`config.mk`:
```
export PLATFORM = sky130hd
export DESIGN_NAME = button_debounce_short_long_press
export DESIGN_NICKNAME = d
export VERILOG_FILES = /design/src/bdsl_pkg.sv /design/src/bdsl_cfg.sv /design/src/bdsl_in_stage.sv /design/src/bdsl_core.sv /design/src/button_debounce_short_long_press.sv
export SDC_FILE = /design/constraint.sdc
export NUM_CORES = 1
export LEC_CHECK = 0
export ABC_CLOCK_PERIOD_IN_PS = 4850
export BUFFER_PORTS_ARGS = -buffer_cell sky130_fd_sc_hd__buf_2
export CAP_MARGIN = 30
export CORE_MARGIN = 4
export CORE_UTILIZATION = 55
export DETAILED_ROUTE_END_ITERATION = 10
export PLACE_DENSITY = 0.86
export SLEW_MARGIN = 20
export SYNTH_ARGS = -nofsm -noshare
export SYNTH_HDL_FRONTEND = slang
export SYNTH_HIERARCHICAL = 1
export SYNTH_SLANG_ARGS = --single-unit
```
`constraint.sdc`:
```
create_clock -name i_clk -period 4.85 [get_ports i_clk]
set_clock_uncertainty 0.2 [all_clocks]
set_input_delay 0.7275 -clock i_clk [delete_from_list [all_inputs] [get_ports i_clk]]
set_output_delay 0.7275 -clock i_clk [all_outputs]
set_load 0.1 [all_outputs]
```
`src/bdsl_pkg.sv`:
```
// Shared types and constants for the button debounce / press detector.
package bdsl_pkg;

    localparam int unsigned CFG_INDEX_W = 2;
    localparam int unsigned CFG_DATA_W  = 16;
    localparam int unsigned NOW_W       = 32;

    // configuration register indexes
    localparam logic [CFG_INDEX_W-1:0] REG_FILTER_TIME = 2'd0;
    localparam logic [CFG_INDEX_W-1:0] REG_LONG_TIME   = 2'd1;
    localparam logic [CFG_INDEX_W-1:0] REG_LONG_EN     = 2'd2;

    // register reset values
    localparam logic [CFG_DATA_W-1:0] FILTER_TIME_RST = 16'd50;
    localparam logic [CFG_DATA_W-1:0] LONG_TIME_RST   = 16'd2000;
    localparam logic                  LONG_EN_RST     = 1'b0;

    typedef enum logic [1:0] {
        EV_NONE  = 2'd0,
        EV_SHORT = 2'd1,
        EV_LONG  = 2'd2
    } t_event;

    typedef struct packed {
        logic [CFG_DATA_W-1:0] filter_time_ms;
        logic [CFG_DATA_W-1:0] long_time_ms;
        logic                  long_enabled;
    } t_cfg;

endpackage

```
`src/bdsl_cfg.sv`:
```
// Configuration register file of the press detector.
module bdsl_cfg (
    input  logic                              i_clk,
    input  logic                              i_rst_n,
    input  logic                              i_wr,
    input  logic [bdsl_pkg::CFG_INDEX_W-1:0]  i_index,
    input  logic [bdsl_pkg::CFG_DATA_W-1:0]   i_data,
    output bdsl_pkg::t_cfg                    o_cfg
);

    bdsl_pkg::t_cfg r_cfg;

    always_ff @(posedge i_clk) begin
        if (!i_rst_n) begin
            r_cfg.filter_time_ms <= bdsl_pkg::FILTER_TIME_RST;
            r_cfg.long_time_ms   <= bdsl_pkg::LONG_TIME_RST;
            r_cfg.long_enabled   <= bdsl_pkg::LONG_EN_RST;
        end else if (i_wr) begin
            case (i_index)
                bdsl_pkg::REG_FILTER_TIME: r_cfg.filter_time_ms <= i_data;
                bdsl_pkg::REG_LONG_TIME:   r_cfg.long_time_ms   <= i_data;
                bdsl_pkg::REG_LONG_EN:     r_cfg.long_enabled   <= i_data[0];
                default: ; // unknown index: dropped
            endcase
        end
    end

    assign o_cfg = r_cfg;

endmodule

```
`src/bdsl_in_stage.sv`:
```
// Input register stage: captures one sample transaction per cycle unless a held sample is not yet taken downstream.
module bdsl_in_stage #(
    parameter int unsigned TIME_BITS = 32
) (
    input  logic                 i_clk,
    input  logic                 i_rst_n,
    input  logic                 i_valid,
    output logic                 o_ready,
    input  logic                 i_level,
    input  logic [bdsl_pkg::NOW_W-1:0] i_now_ms,
    input  logic                 i_take,     // downstream consumes the held sample
    output logic                 o_valid,
    output logic                 o_level,
    output logic [TIME_BITS-1:0] o_now
);

    logic                 r_valid;
    logic                 r_level;
    logic [TIME_BITS-1:0] r_now;
    logic                 n_valid;
    logic                 w_load;

    assign o_ready = !r_valid || i_take;
    assign w_load  = i_valid && o_ready;
    assign n_valid = w_load || (r_valid && !i_take);

    always_ff @(posedge i_clk) begin
        if (!i_rst_n) begin
            r_valid <= 1'b0;
        end else begin
            r_valid <= n_valid;
        end
    end

    // payload: no reset; time reduced/extended to TIME_BITS here
    always_ff @(posedge i_clk) begin
        if (w_load) begin
            r_level <= i_level;
            r_now   <= TIME_BITS'(i_now_ms);
        end
    end

    assign o_valid = r_valid;
    assign o_level = r_level;
    assign o_now   = r_now;

endmodule

```
`src/bdsl_core.sv`:
```
// Debounce state and short/long press evaluation for one sample.
module bdsl_core #(
    parameter int unsigned TIME_BITS = 32
) (
    input  logic                 i_clk,
    input  logic                 i_rst_n,
    input  bdsl_pkg::t_cfg       i_cfg,
    input  logic                 i_step,
    input  logic                 i_level,
    input  logic [TIME_BITS-1:0] i_now,
    output bdsl_pkg::t_event     o_event
);

    logic                 r_prev_level;
    logic [TIME_BITS-1:0] r_change_time;
    logic                 r_short_done;
    logic                 r_long_done;

    logic                 n_prev_level;
    logic [TIME_BITS-1:0] n_change_time;
    logic                 n_short_done;
    logic                 n_long_done;

    logic [TIME_BITS-1:0] w_held;
    logic                 w_stable;
    logic                 w_long_due;
    bdsl_pkg::t_event     w_event;

    // wraps modulo 2^TIME_BITS
    assign w_held     = i_now - r_change_time;
    assign w_stable   = w_held >= TIME_BITS'(i_cfg.filter_time_ms);
    assign w_long_due = w_held >= TIME_BITS'(i_cfg.long_time_ms);

    always_comb begin
        n_short_done = r_short_done;
        n_long_done  = r_long_done;
        w_event      = bdsl_pkg::EV_NONE;
        if (w_stable) begin
            if (r_prev_level) begin
                n_short_done = 1'b0;
                n_long_done  = 1'b0;
            end else begin
                if (!r_short_done && (i_level || !i_cfg.long_enabled)) begin
                    n_short_done = 1'b1;
                    w_event      = bdsl_pkg::EV_SHORT;
                end
                // long overrides short in the same sample
                if (!r_long_done && w_long_due) begin
                    n_long_done  = 1'b1;
                    n_short_done = 1'b1;
                    w_event      = bdsl_pkg::EV_LONG;
                end
            end
        end
        n_change_time = (r_prev_level != i_level) ? i_now : r_change_time;
        n_prev_level  = i_level;
    end

    always_ff @(posedge i_clk) begin
        if (!i_rst_n) begin
            r_prev_level  <= 1'b1;
            r_change_time <= '0;
            r_short_done  <= 1'b0;
            r_long_done   <= 1'b0;
        end else if (i_step) begin
            r_prev_level  <= n_prev_level;
            r_change_time <= n_change_time;
            r_short_done  <= n_short_done;
            r_long_done   <= n_long_done;
        end
    end

    assign o_event = w_event;

endmodule

```
`src/button_debounce_short_long_press.sv`:
```
// Top level of the button debounce with short/long press detection.
//
// Each input transaction carries one sample of an active-low button pin
// (i_level, 0 = pressed) and a free-running millisecond timestamp
// (i_now_ms). Every sample yields exactly one output transaction on
// o_press_event: 0 = nothing, 1 = short press, 2 = long press. Once the
// level has been stable for filter_time_ms, a released button re-arms
// detection; a held button reports short on release (or immediately when
// long_enabled is 0) and long once held for long_time_ms, long winning
// when both fire on the same sample. Time differences wrap modulo
// 2^TIME_BITS. Throughput is one sample per clock while the result side
// accepts; a sample passes the input register and then the result
// register, with the combinational evaluation of the debounce state
// between them. The result register frees the input side, so a new
// sample is taken while a result waits, and both sides stall cleanly
// under backpressure. Configuration registers (0 filter_time_ms,
// 1 long_time_ms, 2 long_enabled) are always ready and should be
// written only with no samples in flight; unknown indexes are ignored.
module button_debounce_short_long_press #(
    parameter int unsigned TIME_BITS = 32
) (
    input  logic                              i_clk,
    input  logic                              i_rst_n,
    // sample channel
    input  logic                              i_in_valid,
    output logic                              o_in_ready,
    input  logic                              i_level,
    input  logic [bdsl_pkg::NOW_W-1:0]        i_now_ms,
    // result channel
    output logic                              o_out_valid,
    input  logic                              i_out_ready,
    output logic [1:0]                        o_press_event,
    // configuration write channel
    input  logic                              i_cfg_valid,
    output logic                              o_cfg_ready,
    input  logic [bdsl_pkg::CFG_INDEX_W-1:0]  i_cfg_index,
    input  logic [bdsl_pkg::CFG_DATA_W-1:0]   i_cfg_data
);

    bdsl_pkg::t_cfg       w_cfg;
    logic                 w_s1_valid;
    logic                 w_s1_level;
    logic [TIME_BITS-1:0] w_s1_now;
    logic                 w_step;
    logic                 w_out_free;
    bdsl_pkg::t_event     w_event;

    logic                 r_out_valid;
    bdsl_pkg::t_event     r_event;
    logic                 n_out_valid;

    assign o_cfg_ready = 1'b1;

    bdsl_cfg u_cfg (
        .i_clk   (i_clk),
        .i_rst_n (i_rst_n),
        .i_wr    (i_cfg_valid),
        .i_index (i_cfg_index),
        .i_data  (i_cfg_data),
        .o_cfg   (w_cfg)
    );

    // result register can load when empty or being drained this cycle
    assign w_out_free = !r_out_valid || i_out_ready;
    // a held sample is evaluated and the debounce state advances
    assign w_step     = w_s1_valid && w_out_free;

    bdsl_in_stage #(
        .TIME_BITS (TIME_BITS)
    ) u_in_stage (
        .i_clk    (i_clk),
        .i_rst_n  (i_rst_n),
        .i_valid  (i_in_valid),
        .o_ready  (o_in_ready),
        .i_level  (i_level),
        .i_now_ms (i_now_ms),
        .i_take   (w_step),
        .o_valid  (w_s1_valid),
        .o_level  (w_s1_level),
        .o_now    (w_s1_now)
    );

    bdsl_core #(
        .TIME_BITS (TIME_BITS)
    ) u_core (
        .i_clk   (i_clk),
        .i_rst_n (i_rst_n),
        .i_cfg   (w_cfg),
        .i_step  (w_step),
        .i_level (w_s1_level),
        .i_now   (w_s1_now),
        .o_event (w_event)
    );

    assign n_out_valid = w_step || (r_out_valid && !i_out_ready);

    always_ff @(posedge i_clk) begin
        if (!i_rst_n) begin
            r_out_valid <= 1'b0;
        end else begin
            r_out_valid <= n_out_valid;
        end
    end

    always_ff @(posedge i_clk) begin
        if (w_step) begin
            r_event <= w_event;
        end
    end

    assign o_out_valid   = r_out_valid;
    assign o_press_event = r_event;

endmodule

```
# Word level (Yosys, flattened, before mapping)

Cells that the tools add are included.

Input port bits: 56
Register bits: 105
Logic and storage cells: 56

Add/subtract/negate cells: 1
Equality and inequality tests: 3
$lt $le $gt $ge: 2
Bitwise logic cells: 1
Muxes and demuxes: 7
Reductions and logical operators: 29

Operators with widths:

| kind               | number |
|---|---|
| $ge 32x16->1       | 2 |
| $sub 32x32->32     | 1 |
| $reduce_and 2->1   | 4 |
| $logic_not 1->1    | 7 |
| $logic_and 1x1->1  | 6 |
| $mux 1             | 6 |
| $reduce_and 3->1   | 2 |
| $logic_or 1x1->1   | 5 |
| $reduce_bool 3->1  | 1 |
| $reduce_or 3->1    | 1 |
| $eq 2x1->1 const B | 1 |
| $eq 2x2->1 const B | 1 |
| $logic_not 2->1    | 1 |
| $mux 2             | 1 |
| $reduce_bool 2->1  | 1 |
| $reduce_or 2->1    | 1 |
| $ne 1x1->1         | 1 |
| $not 1->1          | 1 |

# Longest topological paths before layout

Gate-level depths: netlist (run 1).

Depth in word-level cells: 6
Gate-level depth with buffers: 18

# By module

The synthesis (run 1) kept the hierarchy.

Modules (own cells, without submodules):

| module                           | times used | area an instance (µm²) | cells each | sequential area each (µm²) |
|---|---|---|---|---|
| bdsl_core                        | 1          | 4,202.8                | 578        | 700.7 |
| bdsl_cfg                         | 1          | 1,368.8                | 137        | 660.6 |
| bdsl_in_stage                    | 1          | 1,048.5                | 38         | 1,011.0 |
| button_debounce_short_long_press | 1          | 118.9                  | 8          | 80.1 |

# Least setup slack after synthesis (run 1)

OpenSTA, ideal clock, no wires.

Path type: register to register
From: register u_in_stage.r_now[0], in the netlist u_in_stage/o_now[0]
To: register r_event[0], in the netlist o_press_event[0], data pin
Buffers on the path: 0
Arrival time: 3.335 ns
Cell stages (with the launch flop): 16
Clock period less this slack: 3.726 ns
Path slack: 1.124 ns
Cells stage by stage: edfxtp_1 inv_1 ha_1 fa_1 nor2b_1 o2111ai_1 a21oi_1 nor2_1 o21ai_0 xor2_1 ha_1 a2111oi_0 a21oi_1 a21oi_1 nand2b_4 a2111oi_2

Cells in the longest elaborated chain, start to end: 4

Ends and longest elaborated chain:

| element                                               | line                                    | RTL |
|---|---|---|
| from (decl)                                           | bdsl_in_stage.sv:19                     | `logic [TIME_BITS-1:0] r_now;` |
| from (signal assigned)                                | bdsl_in_stage.sv:39                     | `r_now <= TIME_BITS'(i_now_ms);` |
| $sub 32x32->32 (*)                                    | bdsl_core.sv:30                         | `assign w_held = i_now - r_change_time;` |
| $ge 32x16->1 (on tied branches)                       | bdsl_core.sv:32, bdsl_core.sv:31        |  |
| $logic_and 1x1->1 / $not 1->1 (equally long branches) | --                                      |  |
| $reduce_or 3->1 (no line) (*)                         | --                                      |  |
| to (signal assigned)                                  | button_debounce_short_long_press.sv:107 | `r_event <= w_event;` |
| to (decl)                                             | button_debounce_short_long_press.sv:49  | `bdsl_pkg::t_event r_event;` |

Mark *: on every way between the ends. The rest lies on a longest branch, timed or not.
A chain may end at the register's enable or synchronous reset.

# Worst setup path after layout (run 1)

Ends and elaborated chain as after synthesis.

==> run summary, run 1 <==
CTS tree = built
critical path's most frequent cell = a21oi_1
die area = 14100 µm²
Initial Utilization = 0.561
Worst-Skew Late Latency = 0.36 ns
Chip Height = 119 µm
share of flip-flops with an asynchronous set or reset = 0
CORE AREA = 12000 µm²
commonest non-fill, non-tap cell in the layout = nand2_1
crit-path max FO = 3
Max IR drop VDD = 198 µV
diodes inserted = 0
CTS clk-pin slew, worst paths = 0.07 ns
final setup margin = 0.572 ns
flops & latches, synth = 105
Pleak = 2.98 nW
nets = 919
Mapped Cells = 761
Mapped Avg Cell Area = 8.86 µm²
HP Class = reg -> reg
run status = finished clean
Main synth FF type = dfxtp_1
number of global-route vias before repair = 5007
setup TNS = 0 ns
Crit Path Class = reg -> reg
number of synthesized flops with an enable pin = 35
share of layout cells above drive strength 1 = 0.136
minimum clock period = 4.28 ns
Vias = 5413
post-synthesis cell type count = 79
gr usage total = 0.198
crit path capture type = flop
largest net degree at the start of global routing = 56
CTS root buf = clkbuf_16
PortBufs = 59
final wirelength = 14.0 mm
Routed Antenna Nets = 0
placed insts = 935
setup violators final = 0
Synth Net Count = 881
cts repair resizes = 0
CTS Hold Buffers Added = 0
number of fillers in the final layout = 1035
most frequent cells in the layout = nand2_1, inv_1, dfxtp_1
Final Cycle Share = 0.882
first-pass GRT wire length = 23.0 mm
Synth Warn # = 6
Worst Path Required = 4.83 ns
drt first-iter violations = 398
drt drc = 0
Routability Congestion = 0.878
Pins Over Slew Limit = 0
post-route insts no fill = 951
post-place setup slack = 0.687 ns
worst slew pin tran = 0.687 ns
die width = 119 µm
GR Overflow Total = 0
final core utilization = 0.608
Final HPWL DP = 10.3 mm
DR WL/cell = 14.7 µm
row count = 40
Post-CTS Setup Bufs = 0
power per cell area = 312 nW/µm²
max-cap viol count = 0
max_slew headroom = 0.541
crit path launch type = flop
Bufs on Longest Clock Path = 2
Crit path largest cell delay = 0.48 ns
Area Overhead vs Synth = 8.45%
1st-pass router iterations = 5
CTS H-tree lvls = 3
IO Pins = 61
Clock Sinks = 105
Final Hold Fails = 0
unrepaired setup endpoints after global routing = no
sequential fraction of the synthesis area = 0.364
vias per cell = 5.69
CTS buffer count = 9
mapped cell area = 6740 µm²
CP arrival = 4.25 ns
initial antenna violation count = 0
crit path cell chain = inv_1 -> ha_1 -> fa_1 -> nor2b_1 -> o2111ai_1 -> a21oi_1 -> nor2_1 -> o21ai_0 -> xor2_1 -> ha_1 -> a2111oi_0 -> a21oi_1 -> a21oi_1 -> nand2b_4 -> a2111oi_2
Critical-path top delay cell = a2111oi_0
FMAX = 234 MHz
## final cells by class
cell class | count | area, µm² | share of cell area
clock buffer | 9 | 225 | 0.0308
clock inverter | 7 | 51.3 | 0.00702
inverter | 79 | 297 | 0.0406
multi-input combinational | 540 | 3750 | 0.513
sequential | 105 | 2450 | 0.336
tap | 147 | 184 | 0.0252
timing repair buffer | 64 | 348 | 0.0476
## path summary, 6_finish.rpt
check | from | endpoint | slack (ns) | cells after the start
max | u_in_stage/o_now[0] | o_press_event[0] | 0.57 | 15
min | u_core/r_change_time[5] | u_core/r_change_time[5] | 0.26 | 2
max reg2reg | u_in_stage/o_now[0] | o_press_event[0] | 0.57 | 15
min reg2reg | u_core/r_change_time[5] | u_core/r_change_time[5] | 0.26 | 2
## per-layer routing
layer,GRT usage,share of wire,up-vias
met3,0.0392,0.049,23
li1,-,-,2725
met4,0.0768,0.021,0
met2,0.302,0.44,153
met1,0.275,0.49,2512
met5,0,0,-
## cell usage after synthesis (5+ instances only)
library cell | instances | area, µm²
a21oi_1 | 67 | 335
inv_1 | 79 | 297
nand4_1 | 11 | 68.8
dfxtp_1 | 70 | 1400
and3_1 | 5 | 31.3
nand2_1 | 137 | 514
nand3_1 | 6 | 30.0
nand2b_1 | 8 | 50.1
nor2b_1 | 12 | 75.1
a21o_1 | 16 | 120
buf_2 | 6 | 30.0
buf_4 | 7 | 52.6
edfxtp_1 | 35 | 1050
a211oi_1 | 6 | 45.0
o21ai_0 | 21 | 105
xnor2_1 | 15 | 131
o211ai_2 | 6 | 75.1
xor2_1 | 9 | 78.8
a211o_1 | 5 | 43.8
mux2i_1 | 30 | 300
nor4_1 | 6 | 37.5
nand4b_1 | 5 | 43.8
buf_6 | 8 | 90.1
clkbuf_1 | 14 | 52.6
nor3_1 | 7 | 35.0
nor2_1 | 23 | 86.3
ha_1 | 63 | 788
## state kept, by name, summed over array words and instances (netlist names)
register / flops
u_cfg/o_cfg: 33
u_core/r_long_done: 1
u_in_stage/o_now: 32
u_core/r_change_time: 32
u_in_stage/o_level: 1
o_press_event: 2
o_out_valid: 1
u_in_stage/o_valid: 1
u_core/r_prev_level: 1
u_core/r_short_done: 1
## power by group
part / switching (mW) / internal (mW) / total, mW
combinational: 0.365 / 0.240 / 0.605
clock: 0.338 / 0.353 / 0.691
sequential: 0.0262 / 0.957 / 0.983
total: 0.729 / 1.55 / 2.28
## through the flow
| stage | hold slack, ns | instance area [µm²] | total power [mW] |
|---|---|---|---|
| 2_1_floorplan | 0.235 | 6740 | 1.47 |
| 3_3_place_gp | 0.242 | 7000 | 1.57 |
| 3_5_place_dp | 0.246 | 7030 | 1.59 |
| 4_1_cts | 0.256 | 7310 | 2.29 |
| 5_1_grt | 0.270 | 7310 | 2.41 |
| 6_report | 0.255 | 7310 | 2.28 |
## worst max-delay path: cells and delay by family, from the launching register on
kind / cells / cell delay (ns)
compound gates: 7 / 1.99
simple gates: 3 / 0.36
fa+ha+maj: 3 / 0.91
xor+xnor: 1 / 0.24
buf+inv: 1 / 0.05
flops: 1 / 0.35
## cell families (layout without fill, tap and decap cells)
group,Yosys count,count (layout),share of synthesized area
and+or+nand+nor,253,253,0.187
AOI/OAI and AO/OA,168,168,0.172
buffers and inverters,116,159,0.0802
DFF,105,105,0.364
adders and majority gates,64,64,0.120
muxes,30,30,0.0446
xor gates and xnor gates,24,24,0.0312
other,1,1,0.000556
(Power assumes the default switching activity.)
==> inputs of run 2 (changes only) <==
--- a/config.mk
+++ b/config.mk
@@ -12,8 +12,8 @@
 export CORE_UTILIZATION = 55
 export DETAILED_ROUTE_END_ITERATION = 10
 export PLACE_DENSITY = 0.86
+export REMOVE_ABC_BUFFERS = 1
 export SLEW_MARGIN = 20
 export SYNTH_ARGS = -nofsm -noshare
 export SYNTH_HDL_FRONTEND = slang
-export SYNTH_HIERARCHICAL = 1
 export SYNTH_SLANG_ARGS = --single-unit
==> run summary, run 2 <==
gr usage total = 0.215 (+0.0172)
Worst Path Buf+Inv = 0 (-1)
number of global-route vias before repair = 5386 (+7.6%)
Power Internal = 1.57 mW (+1.2%)
sequential fraction of the synthesis area = 0.364 (about the same)
Seq pwr share = 0.432 (about the same)
crit path cell chain = ha_1 -> a21o_1 -> a31oi_1 -> a21oi_1 -> o21ai_0 -> nand2b_1 -> a21boi_0 -> o21bai_1 -> a21oi_1 -> xnor2_1 -> ha_1 -> nand4_1 -> nor2_1 -> a221oi_1 -> o21ai_0 -> o22ai_1 -> nor2_1 -> o21a_1 -> o221a_1
most frequent cells in the layout = nand2_1, a21oi_1, inv_1
commonest non-fill, non-tap cell in the layout = nand2_1
Critical-path top delay cell = edfxtp_1
diodes inserted = 0 (unchanged)
top cells by area, synth = dfxtp_1, edfxtp_1, ha_1
drt drc = 0 (unchanged)
family with the most delay on the worst path = compound AO/OA/AOI/OAI gates
CTS clk-pin slew, worst paths = 0.07 ns (about the same)
setup TNS = 0 ns (unchanged)
Clock Sinks = 105 (unchanged)
Bufs on Longest Clock Path = 2 (unchanged)
met2 usage = 0.347 (+0.0455)
die area = 14100 µm² (about the same)
share of total power in combinational logic = 0.250 (-0.015)
NetSw = 684 µW (-6.2%)
Worst-Skew Late Latency = 0.36 ns (about the same)
DR WL/cell = 15.0 µm (+1.9%)
largest net degree at the start of global routing = 40 (-29%)
Main synth FF type = dfxtp_1
share of layout cells above drive strength 1 = 0.119 (-0.0169)
Area Overhead vs Synth = 9.88%
placed insts = 982 (+5.0%)
post-place setup slack = 0.571 ns (-0.116 ns)
Max IR drop VDD = 218 µV (+9.9%)
post-synthesis cell type count = 76 (-3.8%)
Routed Antenna Nets = 0 (unchanged)
CORE AREA = 12000 µm² (unchanged)
CTS tree = built
die width = 119 µm (about the same)
1st-pass router iterations = 6 (+1)
minimum clock period = 4.37 ns (+0.0964 ns)
post-route insts no fill = 998 (+4.9%)
Final Hold Fails = 0 (unchanged)
number of synthesized flops with an enable pin = 35 (unchanged)
IO Pins = 61 (unchanged)
WHS = 0.255 ns (-0.000414 ns)
CTS root buf = clkbuf_16
run status = finished clean
worst slew pin tran = 0.842 ns (+0.155 ns)
GR Overflow Total = 0 (unchanged)
unrepaired setup endpoints after global routing = no
Final Cycle Share = 0.902 (+0.0199)
area share of the largest cell type after synthesis = 0.208 (about the same)
first-pass GRT wire length = 25.0 mm (+8.6%)
Final HPWL DP = 11.3 mm (+9.2%)
Vias = 5821 (+7.5%)
switching share of power = 0.304 (-0.0164)
Crit path largest cell delay = 0.40 ns (-0.08 ns)
Routability Congestion = 0.932 (+6.1%)
Pins Over Slew Limit = 0 (unchanged)
Crit Path Class = reg -> reg
crit-path max FO = 5 (+2)
CTS buffer count = 9 (unchanged)
Chip Height = 119 µm (about the same)
Pleak = 2.93 nW (-1.7%)
vias per cell = 5.83 (+2.5%)
nets = 966 (+5.1%)
initial antenna violation count = 0 (unchanged)
mapped cell area = 6740 µm² (about the same)
met3 Use GR = 0.0488 (+0.00957)
max_slew headroom = 0.437 (-0.104)
Mapped Avg Cell Area = 8.34 µm² (-5.9%)
final setup margin = 0.475 ns (-0.0964 ns)
post-synth top area cell = dfxtp_1
Initial Utilization = 0.561 (about the same)
row count = 40 (unchanged)
share of flip-flops with an asynchronous set or reset = 0 (unchanged)
flops & latches, synth = 105 (unchanged)
most frequent cell after synthesis = nand2_1
met1 Use GR = 0.286 (+0.0106)
max-cap viol count = 0 (unchanged)
final wirelength = 14.9 mm (+6.9%)
CTS H-tree lvls = 3 (unchanged)
synth cell count leaders = nand2_1, a21oi_1, inv_1
CP arrival = 4.41 ns (+0.16 ns)
CTS Hold Buffers Added = 0 (unchanged)
power per cell area = 304 nW/µm² (-2.4%)
setup violators final = 0 (unchanged)
HP Class = reg -> reg
clock power share = 0.318 (+0.015)
max reg flops = 33 (unchanged)
crit path launch type = flop
Worst Path Required = 4.89 ns (+0.06 ns)
drt first-iter violations = 501 (+26%)
crit path capture type = flop
FMAX = 229 MHz (-2.2%)
PortBufs = 59 (unchanged)
gr busiest metal = met2
cts repair resizes = 0 (unchanged)
Post-CTS Setup Bufs = 0 (unchanged)
Synth Warn # = 0 (-6)
Mapped Cells = 808 (+6.2%)
run 2: cell types whose count changed after synthesis, sizes merged, moves of 10 or more:
cell    delta
a21oi     +26
buf       -10
clkbuf    +10
mux2i     -22
nand2     +14
run 2: cells by family after synthesis:
family                     count (synthesis)  share of synthesized area
and+or+nand+nor                          281                      0.196
AOI/OAI and AO/OA                        212                      0.207
buffers and inverters                    113                     0.0691
DFF                                      105                      0.364
adders and majority gates                 64                      0.120
xor gates and xnor gates                  22                     0.0286
muxes                                     10                     0.0152
other                                      1                   0.000557
run 2: final cells by class:
class | instances | area, µm²
clock inverter | 3 | 21.3
fill | 1027 | 4610
clock buffer | 13 | 272
multi-input combinational | 590 | 3820
timing repair buffer | 64 | 364
inverter | 76 | 285
sequential | 105 | 2450
tap | 147 | 184
run 2: stage by stage:
| step | util | instance area (µm²) | power, mW |
|---|---|---|---|
| 4_1_cts | 0.616 | 7400 | 2.26 |
| 5_1_grt | 0.616 | 7400 | 2.38 |
| 2_1_floorplan | - | 6560 | 1.39 |
| 3_5_place_dp | 0.592 | 7110 | 1.54 |
| 3_3_place_gp | 0.587 | 7050 | 1.52 |
| 6_report | 0.616 | 7400 | 2.25 |
run 2: power groups by stage:
stage,Clock (mW),Combinational (mW),Sequential [mW]
after floorplan,0,0.396,0.996
after global placement,0,0.530,0.991
after detailed placement,0,0.549,0.992
after CTS,0.730,0.555,0.973
after global routing,0.771,0.628,0.977
final,0.715,0.563,0.973
run 2: layer usage:
metal / vias up / part of all wire
li1: 2927 / -
met1: 2681 / 0.46
met2: 182 / 0.46
met3: 31 / 0.063
met4: 0 / 0.021
met5: - / 0
run 2: final timing paths:
path	start	endpoint	slack (ns)	cells past startpoint
max	u_in_stage.o_now[4]	u_core.r_long_done	0.48	19
min	u_core.r_change_time[26]	u_core.r_change_time[26]	0.25	2
max reg2reg	u_in_stage.o_now[4]	u_core.r_long_done	0.48	19
min reg2reg	u_core.r_change_time[26]	u_core.r_change_time[26]	0.25	2
run 2: worst min-delay path, delay by kind of cell (launching register included):
kind	cells	cell delay, ns
flip-flops	1	0.31
AO/OA/AOI/OAI	1	0.05
AND/OR/NAND/NOR	1	0.05
